===== config.mk =====
export PLATFORM = sky130hd
export DESIGN_NAME = radar_tx_frequency_calibrator_unit
export DESIGN_NICKNAME = d
export VERILOG_FILES = /design/src/rtl/rtfc_pkg.sv /design/src/rtl/rtfc_state.sv /design/src/rtl/radar_tx_frequency_calibrator_unit.sv
export SDC_FILE = /design/constraint.sdc
export NUM_CORES = 1
export LEC_CHECK = 0
export ABC_AREA = 0
export BUFFER_PORTS_ARGS = -buffer_cell sky130_fd_sc_hd__buf_2
export CAP_MARGIN = 20
export CELL_PAD_IN_SITES_DETAIL_PLACEMENT = 1
export CELL_PAD_IN_SITES_GLOBAL_PLACEMENT = 1
export CORE_MARGIN = 2
export CORE_UTILIZATION = 52
export DETAILED_ROUTE_END_ITERATION = 8
export GPL_TIMING_DRIVEN = 0
export PLACE_DENSITY = 0.82
export SETUP_SLACK_MARGIN = 0.05
export SYNTH_ARGS = -nofsm -noshare
export SYNTH_HDL_FRONTEND = slang
export SYNTH_SLANG_ARGS = --single-unit
export TNS_END_PERCENT = 20

===== constraint.sdc =====
create_clock -name clk -period 16.7 [get_ports clk]
set_input_delay 0.835 -clock clk [delete_from_list [all_inputs] [get_ports clk]]
set_output_delay 0.835 -clock clk [all_outputs]
set_load 0.05 [all_outputs]

===== src/rtl/rtfc_pkg.sv =====
// types, constants and helper functions of the transmit frequency calibrator
package rtfc_pkg;

    localparam int unsigned FREQ_W   = 24;
    localparam int unsigned DIFF_W   = FREQ_W + 1;
    localparam int unsigned WORD_W   = 16;
    localparam int unsigned RAMP_W   = WORD_W + 1;
    localparam int unsigned TOL_W    = 16;
    localparam int unsigned STEP_W   = 10;
    localparam int unsigned CFG_IDX_W  = 3;
    localparam int unsigned CFG_DATA_W = 24;
    localparam int unsigned IN_TDATA_W  = 24;
    localparam int unsigned OUT_TDATA_W = 72;
    localparam int unsigned RECIP_W     = WORD_W + 1;

    localparam int unsigned RAMP_POINTS_DEF = 256;

    localparam logic [WORD_W-1:0] RESET_START_WORD = 16'd25775;
    localparam logic [WORD_W-1:0] RESET_STOP_WORD  = 16'd30225;
    localparam logic signed [RAMP_W-1:0] RESET_BANDWIDTH =
        signed'({1'b0, RESET_STOP_WORD}) - signed'({1'b0, RESET_START_WORD});

    localparam logic [FREQ_W-1:0] RESET_TARGET_START = 24'd2929688;
    localparam logic [FREQ_W-1:0] RESET_TARGET_STOP  = 24'd2960205;
    localparam logic [TOL_W-1:0]  RESET_TOL_INITIAL  = 16'd120;
    localparam logic [TOL_W-1:0]  RESET_TOL_NORMAL   = 16'd365;
    localparam logic [STEP_W-1:0] RESET_DAC_STEP     = 10'd25;

    typedef enum logic [CFG_IDX_W-1:0] {
        REG_FMCW_MODE    = 3'd0,
        REG_CALIB_ENABLE = 3'd1,
        REG_TARGET_START = 3'd2,
        REG_TARGET_STOP  = 3'd3,
        REG_TOL_INITIAL  = 3'd4,
        REG_TOL_NORMAL   = 3'd5,
        REG_DAC_STEP     = 3'd6
    } cfg_idx_t;

    // settings the step logic needs
    typedef struct packed {
        logic              fmcw_mode;
        logic              calib_enable;
        logic [TOL_W-1:0]  tol_initial;
        logic [TOL_W-1:0]  tol_normal;
        logic [STEP_W-1:0] dac_step;
    } cfg_t;

    // result of one calibration step, before the ramp increment
    typedef struct packed {
        logic [WORD_W-1:0]        start_dac;
        logic [WORD_W-1:0]        stop_dac;
        logic signed [RAMP_W-1:0] bandwidth_dac;
        logic                     initial_active;
        logic                     next_edge_stop;
        logic                     start_locked;
        logic                     stop_locked;
        logic                     dac_load;
    } step_res_t;

    // step a dac word by dac_step when the error is past the tolerance
    function automatic logic [WORD_W-1:0] trim_word(
        input logic [WORD_W-1:0]        word,
        input logic signed [DIFF_W-1:0] diff,
        input logic [TOL_W-1:0]         tol,
        input logic [STEP_W-1:0]        step
    );
        logic signed [DIFF_W-1:0] tol_s;
        logic [WORD_W:0]          sum;
        logic [WORD_W-1:0]        step_w;
        tol_s  = signed'({{(DIFF_W-TOL_W){1'b0}}, tol});
        step_w = {{(WORD_W-STEP_W){1'b0}}, step};
        sum    = {1'b0, word} + {1'b0, step_w};
        if (diff > tol_s)
            trim_word = (word > step_w) ? (word - step_w) : '0;
        else if (diff < -tol_s)
            trim_word = sum[WORD_W] ? '1 : sum[WORD_W-1:0];
        else
            trim_word = word;
    endfunction

    // strictly inside the tolerance band
    function automatic logic within_tol(
        input logic signed [DIFF_W-1:0] diff,
        input logic [TOL_W-1:0]         tol
    );
        logic signed [DIFF_W-1:0] tol_s;
        tol_s      = signed'({{(DIFF_W-TOL_W){1'b0}}, tol});
        within_tol = (diff < tol_s) && (diff > -tol_s);
    endfunction

endpackage


===== src/rtl/rtfc_state.sv =====
// calibration state: dac words, edge select, lock flags and ramp bandwidth
module rtfc_state
    import rtfc_pkg::*;
(
    input  logic                     clk,
    input  logic                     rst_n,
    input  logic                     step_en,
    input  logic signed [DIFF_W-1:0] d_start,
    input  logic signed [DIFF_W-1:0] d_stop,
    input  cfg_t                     cfg,
    output step_res_t                res
);

    logic [WORD_W-1:0]        start_word_reg, start_word_next;
    logic [WORD_W-1:0]        stop_word_reg, stop_word_next;
    logic signed [RAMP_W-1:0] bw_reg, bw_next;
    logic                     edge_reg, edge_next;
    logic                     start_done_reg, start_done_next;
    logic                     stop_done_reg, stop_done_next;
    logic                     lock_reg, lock_next;

    logic              in_lock;
    logic              edge_cur;
    logic              load;
    logic [TOL_W-1:0]  tol;
    logic signed [RAMP_W-1:0] bw_new;

    always_comb
    begin
        in_lock  = lock_reg & cfg.calib_enable;
        tol      = in_lock ? cfg.tol_initial : cfg.tol_normal;
        edge_cur = edge_reg & cfg.fmcw_mode;

        start_word_next = start_word_reg;
        stop_word_next  = stop_word_reg;
        if (!edge_cur)
            start_word_next = trim_word(start_word_reg, d_start, tol, cfg.dac_step);
        else
            stop_word_next = trim_word(stop_word_reg, d_stop, tol, cfg.dac_step);

        bw_new = signed'({1'b0, stop_word_next}) - signed'({1'b0, start_word_next});

        bw_next         = bw_reg;
        edge_next       = edge_reg;
        start_done_next = start_done_reg;
        stop_done_next  = stop_done_reg;
        lock_next       = lock_reg;
        load            = 1'b0;

        if (in_lock)
        begin
            if (within_tol(d_start, tol))
            begin
                start_done_next = 1'b1;
                edge_next       = ~edge_reg;
            end
            if (within_tol(d_stop, tol))
                stop_done_next = 1'b1;
            if (start_done_next && (stop_done_next || !cfg.fmcw_mode))
            begin
                lock_next = 1'b0;
                edge_next = 1'b0;
                if (cfg.fmcw_mode)
                    bw_next = bw_new;
            end
        end
        else
        begin
            if (cfg.fmcw_mode)
                edge_next = ~edge_cur;
            bw_next = bw_new;
            load    = 1'b1;
        end
        if (!cfg.fmcw_mode)
            edge_next = 1'b0;

        res.start_dac      = start_word_next;
        res.stop_dac       = stop_word_next;
        res.bandwidth_dac  = bw_next;
        res.initial_active = lock_next & cfg.calib_enable;
        res.next_edge_stop = edge_next;
        res.start_locked   = start_done_next;
        res.stop_locked    = stop_done_next | ~cfg.fmcw_mode;
        res.dac_load       = load;
    end

    always_ff @(posedge clk or negedge rst_n)
    begin
        if (!rst_n)
        begin
            start_word_reg <= RESET_START_WORD;
            stop_word_reg  <= RESET_STOP_WORD;
            bw_reg         <= RESET_BANDWIDTH;
            edge_reg       <= 1'b0;
            start_done_reg <= 1'b0;
            stop_done_reg  <= 1'b0;
            lock_reg       <= 1'b1;
        end
        else if (step_en)
        begin
            start_word_reg <= start_word_next;
            stop_word_reg  <= stop_word_next;
            bw_reg         <= bw_next;
            edge_reg       <= edge_next;
            start_done_reg <= start_done_next;
            stop_done_reg  <= stop_done_next;
            lock_reg       <= lock_next;
        end
    end

endmodule


===== src/rtl/radar_tx_frequency_calibrator_unit.sv =====
// top level of the radar transmit frequency calibrator
//
//  channel  | direction | payload
//  ---------+-----------+------------------------------------------------
//  s_t*     | in        | measured down-converted frequency, one per item
//  m_t*     | out       | dac words, ramp bandwidth and increment, flags
//  cfg_*    | in        | register writes, no read-back
//
//  one item per clock sustained, in and out, while m_tready is high
//  m_tvalid rises once an accepted item has passed the input, step
//  and divide registers, in that order
//  the step stage is the only place that touches calibration state, so the
//  next item sees the words and flags this one left
//  reset clears all state at once, no clearing pass
//  a stall on m_tready backs up through the three stages to s_tready
module radar_tx_frequency_calibrator_unit
    import rtfc_pkg::*;
#(
    parameter int unsigned RAMP_POINTS = RAMP_POINTS_DEF
)
(
    input  logic                   clk,
    input  logic                   rst_n,
    // input stream
    input  logic                   s_tvalid,
    output logic                   s_tready,
    input  logic [IN_TDATA_W-1:0]  s_tdata,   // [23:0] measured_freq
    // output stream
    output logic                   m_tvalid,
    input  logic                   m_tready,
    // [15:0] start_dac, [31:16] stop_dac, [48:32] bandwidth_dac,
    // [65:49] ramp_step_dac, [66] initial_active, [67] next_edge_stop,
    // [68] start_locked, [69] stop_locked, [70] dac_load, [71] zero
    output logic [OUT_TDATA_W-1:0] m_tdata,
    // configuration writes
    input  logic                   cfg_we,
    input  logic [CFG_IDX_W-1:0]   cfg_index,
    input  logic [CFG_DATA_W-1:0]  cfg_data
);

    // reciprocal for the divide by ramp length, exact for 16-bit magnitudes
    localparam int unsigned RampShift = WORD_W + $clog2(RAMP_POINTS);
    localparam logic [RECIP_W-1:0] RampRecip = RECIP_W'(
        ((64'd1 << RampShift) + 64'(RAMP_POINTS) - 64'd1) / 64'(RAMP_POINTS));
    localparam int unsigned ProdW = WORD_W + RECIP_W;

    // configuration registers
    logic              fmcw_mode_reg;
    logic              calib_enable_reg;
    logic [FREQ_W-1:0] target_start_reg;
    logic [FREQ_W-1:0] target_stop_reg;
    logic [TOL_W-1:0]  tol_initial_reg;
    logic [TOL_W-1:0]  tol_normal_reg;
    logic [STEP_W-1:0] dac_step_reg;

    always_ff @(posedge clk or negedge rst_n)
    begin
        if (!rst_n)
        begin
            fmcw_mode_reg    <= 1'b1;
            calib_enable_reg <= 1'b1;
            target_start_reg <= RESET_TARGET_START;
            target_stop_reg  <= RESET_TARGET_STOP;
            tol_initial_reg  <= RESET_TOL_INITIAL;
            tol_normal_reg   <= RESET_TOL_NORMAL;
            dac_step_reg     <= RESET_DAC_STEP;
        end
        else if (cfg_we)
        begin
            case (cfg_idx_t'(cfg_index))
                REG_FMCW_MODE:    fmcw_mode_reg    <= cfg_data[0];
                REG_CALIB_ENABLE: calib_enable_reg <= cfg_data[0];
                REG_TARGET_START: target_start_reg <= cfg_data[FREQ_W-1:0];
                REG_TARGET_STOP:  target_stop_reg  <= cfg_data[FREQ_W-1:0];
                REG_TOL_INITIAL:  tol_initial_reg  <= cfg_data[TOL_W-1:0];
                REG_TOL_NORMAL:   tol_normal_reg   <= cfg_data[TOL_W-1:0];
                REG_DAC_STEP:     dac_step_reg     <= cfg_data[STEP_W-1:0];
                default:          ;  // unused index, write dropped
            endcase
        end
    end

    // handshake chain: each stage loads when the one after it can take its item
    logic in_valid_reg, mid_valid_reg, out_valid_reg;
    logic out_ready, mid_ready, in_ready;
    logic s_accept, in_adv, mid_adv;

    assign out_ready = !out_valid_reg || m_tready;
    assign mid_ready = !mid_valid_reg || out_ready;
    assign in_ready  = !in_valid_reg  || mid_ready;
    assign s_tready  = in_ready;
    assign s_accept  = s_tvalid && in_ready;
    assign in_adv    = in_valid_reg && mid_ready;
    assign mid_adv   = mid_valid_reg && out_ready;
    assign m_tvalid  = out_valid_reg;

    always_ff @(posedge clk or negedge rst_n)
    begin
        if (!rst_n)
        begin
            in_valid_reg  <= 1'b0;
            mid_valid_reg <= 1'b0;
            out_valid_reg <= 1'b0;
        end
        else
        begin
            if (s_accept)
                in_valid_reg <= 1'b1;
            else if (in_adv)
                in_valid_reg <= 1'b0;

            if (in_adv)
                mid_valid_reg <= 1'b1;
            else if (mid_adv)
                mid_valid_reg <= 1'b0;

            if (mid_adv)
                out_valid_reg <= 1'b1;
            else if (m_tready)
                out_valid_reg <= 1'b0;
        end
    end

    // input stage: errors against both targets are taken at accept time;
    // the user must change targets only while the block is idle, the block does not enforce it
    logic signed [DIFF_W-1:0] d_start_reg, d_stop_reg;
    logic [FREQ_W-1:0]        meas;

    assign meas = s_tdata[FREQ_W-1:0];

    always_ff @(posedge clk)
    begin
        if (s_accept)
        begin
            d_start_reg <= signed'({1'b0, meas}) - signed'({1'b0, target_start_reg});
            d_stop_reg  <= signed'({1'b0, meas}) - signed'({1'b0, target_stop_reg});
        end
    end

    // step stage: trims one edge and updates the lock state
    cfg_t      cfg;
    step_res_t step_res;
    step_res_t mid_reg;

    assign cfg.fmcw_mode    = fmcw_mode_reg;
    assign cfg.calib_enable = calib_enable_reg;
    assign cfg.tol_initial  = tol_initial_reg;
    assign cfg.tol_normal   = tol_normal_reg;
    assign cfg.dac_step     = dac_step_reg;

    rtfc_state u_state (
        .clk     (clk),
        .rst_n   (rst_n),
        .step_en (in_adv),
        .d_start (d_start_reg),
        .d_stop  (d_stop_reg),
        .cfg     (cfg),
        .res     (step_res)
    );

    always_ff @(posedge clk)
    begin
        if (in_adv)
            mid_reg <= step_res;
    end

    // divide stage: increment = bandwidth / ramp length, toward zero,
    // done on the magnitude by reciprocal multiply
    logic                     bw_neg;
    logic [RAMP_W-1:0]        bw_abs;
    logic [ProdW-1:0]         prod;
    logic [ProdW-1:0]         prod_sh;
    logic [WORD_W-1:0]        quot;
    logic signed [RAMP_W-1:0] incr_next;

    always_comb
    begin
        bw_neg    = mid_reg.bandwidth_dac[RAMP_W-1];
        bw_abs    = bw_neg ? RAMP_W'(-mid_reg.bandwidth_dac) : RAMP_W'(mid_reg.bandwidth_dac);
        prod      = {{RECIP_W{1'b0}}, bw_abs[WORD_W-1:0]} * {{WORD_W{1'b0}}, RampRecip};
        prod_sh   = prod >> RampShift;
        quot      = prod_sh[WORD_W-1:0];
        incr_next = bw_neg ? -signed'({1'b0, quot}) : signed'({1'b0, quot});
    end

    step_res_t                out_res_reg;
    logic signed [RAMP_W-1:0] out_incr_reg;

    always_ff @(posedge clk)
    begin
        if (mid_adv)
        begin
            out_res_reg  <= mid_reg;
            out_incr_reg <= incr_next;
        end
    end

    assign m_tdata = {
        1'b0,
        out_res_reg.dac_load,
        out_res_reg.stop_locked,
        out_res_reg.start_locked,
        out_res_reg.next_edge_stop,
        out_res_reg.initial_active,
        out_incr_reg,
        out_res_reg.bandwidth_dac,
        out_res_reg.stop_dac,
        out_res_reg.start_dac
    };

endmodule


==> impl_results.md <==
* Outcome: completed
* Class of the tightest hold or removal check: in2async
* Largest area contributor in the synthesized netlist: edfxtp_1
* Maximum number of pins on one net before global-route repair at 89
* CTS sink cnt at 321
* First-pass GRT wire length at 93.2 mm
* Fin Setup TNS at 0 ns
* R2r worst-path depth at 36
* Cell Int Power at 2.61 mW
* Wire length per cell after detailed routing at 22.4 um
* Area taken by flip-flops and latches at 8970 um^2
* Sequential share of power at 0.302
* Setup Skew at 0.0296 ns
* Required @ worst endpoint at 16.98 ns
* Final-report setup violation count at 0
* Clock Latency Late Sink at 0.57 ns
* Count of instances resized after the clock tree is built at 0
* Power density cells at 204 nW/um^2
* Syn avg cell area at 10.3 um^2
* Warning count from the yosys run at 0
* DRC at 0
* Worst reg2reg startpoint: u_state.lock_reg
* Terminus of the critical flop-to-flop path: mid_reg[14]
* Filler instances at 4224
* WL final at 59.5 mm
* Antenna viol nets, final at 0
* Drt initial violations at 772
* Standard cell with the maximum stage delay on the critical path: a2111oi_0
* Area of the multi-input gates at 10200 um^2
* Clk Tree Root Cell: clkbuf_16
* Clock tree from TritonCTS: yes
* Global-route usage over all layers at 0.304
* Number of enable-type register cells in the synthesized netlist at 173
* Horizontal extent of the die at 200 um
* Setup repair after global routing missed its margin: no
* N_diodes at 0
* Synth async-reset ratio at 0.461
* Setup slack of the worst register-to-register path at 6.30 ns
* Max transition margin at 0.290
* Ratio of final minimum period to clock period at 0.623
* NetSw at 2.01 mW
* Most area-consuming cells after synthesis: edfxtp_1 (26%), ha_1 (11%), dfrtp_1 (11%), dfstp_2 (7.6%), mux2_2 (5.1%)
* Total via count after detailed routing at 15900
* H-Tree Depth at 2
* Synthesized netlist cell count at 1948
* Number of nets in the final layout at 2363
* Core region area at 37800 um^2
* Die ar. at 40000 um^2
* Yosys cell types at 95
* Seq/Total Area, Yosys at 0.449
* Clock network fraction of total power at 0.189
* Signal arrival time at the worst endpoint at 10.69 ns
* Longest individual stage delay on the worst path at 0.83 ns
* Critical path peak fanout at 10
* Pre-Repair DR Iteration Count at 5
* Postcts setup bufs at 0
* Maximum vdd drop at 0.000106 V
* Number of antenna violations at the first check in global routing at 0
* Total half-perimeter wirelength after legalization and detailed placement at 44.9 mm
* RePlAce Congestion at 0.952
* Placed cell count at 2589
* Leftover overflow at the end of global routing at 0
* Initial standard-cell utilization of the core at 0.529
* Number of vias per cell after detailed routing at 5.96
* I/O pin cnt at 130
* Combinational power share at 0.509
* Register bit total from synthesis at 321
* Final-report max-slew violation count at 0
* Synth Flop Type: edfxtp_1
* Share of the synthesized area in the top cell type at 0.260
* Hold_buf cts at 0
* Mapped Nets at 2192
* Cell area after technology mapping at 20000 um^2
* Count of max-cap constraint violations at 0
* Type of the worst setup path: reg2reg
* Minimum period implied by the final worst setup slack at 10.40 ns
* Port buffer count at 126
* Critical Path Sink Type: flip-flop
* Most frequent CP cell: a21o_1
* Vias in the first global route at 17100
* Switching power share of the total at 0.435
* Measured slew at the worst slew-check pin at 1.06 ns
* Sort of element at the start of the critical path: flip-flop
* Max Freq at 96.1 MHz
* Clock transition at the register clock pins on the worst setup and hold paths after CTS at 0.06 ns
* Proportion of layout cells with a drive suffix above 1 at 0.186
* Reported leakage power at 9.74 nW
* Overall die height at 200 um
* Layout Area Growth over Synthesis at 13.5%
* Hold Fails Final Rpt at 0
* Num rows at 71
* Number of buffers on the longest clock path at 3
* Flip-flop count of the largest register, all copies and words added at 54
* Post-Layout Cell Count at 2660
* Clock buffers created by TritonCTS at 38
worst max path at each step:
stage                           from           to
floorplan           u_state.lock_reg  mid_reg[14]
global placement    u_state.lock_reg  mid_reg[14]
detailed placement  u_state.lock_reg  mid_reg[14]
CTS                 u_state.lock_reg  mid_reg[14]
global route        u_state.lock_reg  mid_reg[14]
finish              u_state.lock_reg  mid_reg[14]
per-stage QoR:
stage          worst slack [ns]  power [mW]  area (um^2)  hold slack, ns  utilization
2_1_floorplan              9.08        3.01        20000           0.400            -
3_3_place_gp               6.76        3.55        21300           0.403        0.563
3_5_place_dp               6.67        3.68        21400           0.405        0.566
4_1_cts                    6.52        4.61        22700           0.279        0.601
5_1_grt                    5.67        4.91        22700           0.306        0.601
6_report                   6.30        4.62        22700           0.273        0.601
cell usage in the layout, fill, tap and decap left out, drive strengths merged, types with 43 or more instances in the layout:
| cell | instances |
|---|---|
| a21oi | 114 |
| nor2 | 142 |
| clkbuf | 102 |
| dfrtp | 90 |
| edfxtp | 173 |
| a21o | 43 |
| ha | 181 |
| dfstp | 58 |
| xnor2 | 53 |
| mux2 | 92 |
| inv | 161 |
| buf | 142 |
| nand2 | 182 |
| o21ai | 131 |
critical path: cells and delay by family, from the launching register on:
family | cells | cell delay (ns)
adders and majority gates | 5 | 1.44
DFF | 1 | 0.39
AOI/OAI and AO/OA | 16 | 4.13
muxes | 1 | 0.44
and+or+nand+nor | 5 | 0.74
xor gates and xnor gates | 2 | 0.67
buffers and inverters | 7 | 2.27
kinds of logic (layout without fill, tap and decap cells):
kind of cell    after synthesis  after routing  share of synthesized area
compound gates              484            484                      0.160
simple gates                537            537                      0.127
fa+ha+maj                   192            192                      0.123
mux                         108            108                     0.0600
flops                       321            321                      0.449
other cells                   1              1                   0.000188
buf+inv                     219            420                     0.0425
xor+xnor                     86             86                     0.0388
synthesized netlist by cell type, types with 13 or more instances:
cell type and number:
edfxtp_1 173, a21boi_0 16, xor2_1 31, nand3_1 40, nor4_1 16, a211oi_1 13
ha_1 181, or3_1 14, clkbuf_1 48, nand2b_1 14, mux2i_1 16, nor2b_1 18
a21oi_1 111, a21o_1 43, o21a_1 24, o211ai_1 14, inv_1 157, nor2_1 141
nor3_1 37, nand2_1 181, xnor2_1 53, dfrtp_1 90, dfstp_2 58, mux2_2 90
a31oi_1 14, o21ai_0 124
power groups by stage:
stage	clock [mW]	combinational, mW	sequential (mW)
6_report	0.871	2.35	1.40
3_5_place_dp	0	2.27	1.40
4_1_cts	0.886	2.33	1.39
3_3_place_gp	0	2.16	1.39
2_1_floorplan	0	1.51	1.49
5_1_grt	0.913	2.57	1.42
routing by layer:
layer / share of wire / track usage
met2: 0.51 / 0.538
met4: 0.057 / 0.174
met1: 0.39 / 0.352
met3: 0.041 / 0.0444
met5: 0 / 0
final cells by class:
class / count / share of cell area
Buffer: 60 / 0.0112
Clock buffer: 53 / 0.0489
Clock inverter: 17 / 0.00949
Inverter: 159 / 0.0263
Multi-Input combinational cell: 1408 / 0.449
Sequential cell: 321 / 0.396
Tap cell: 511 / 0.0282
Timing Repair Buffer: 131 / 0.0316
Note: power is estimated with default switching activity, not from simulation.
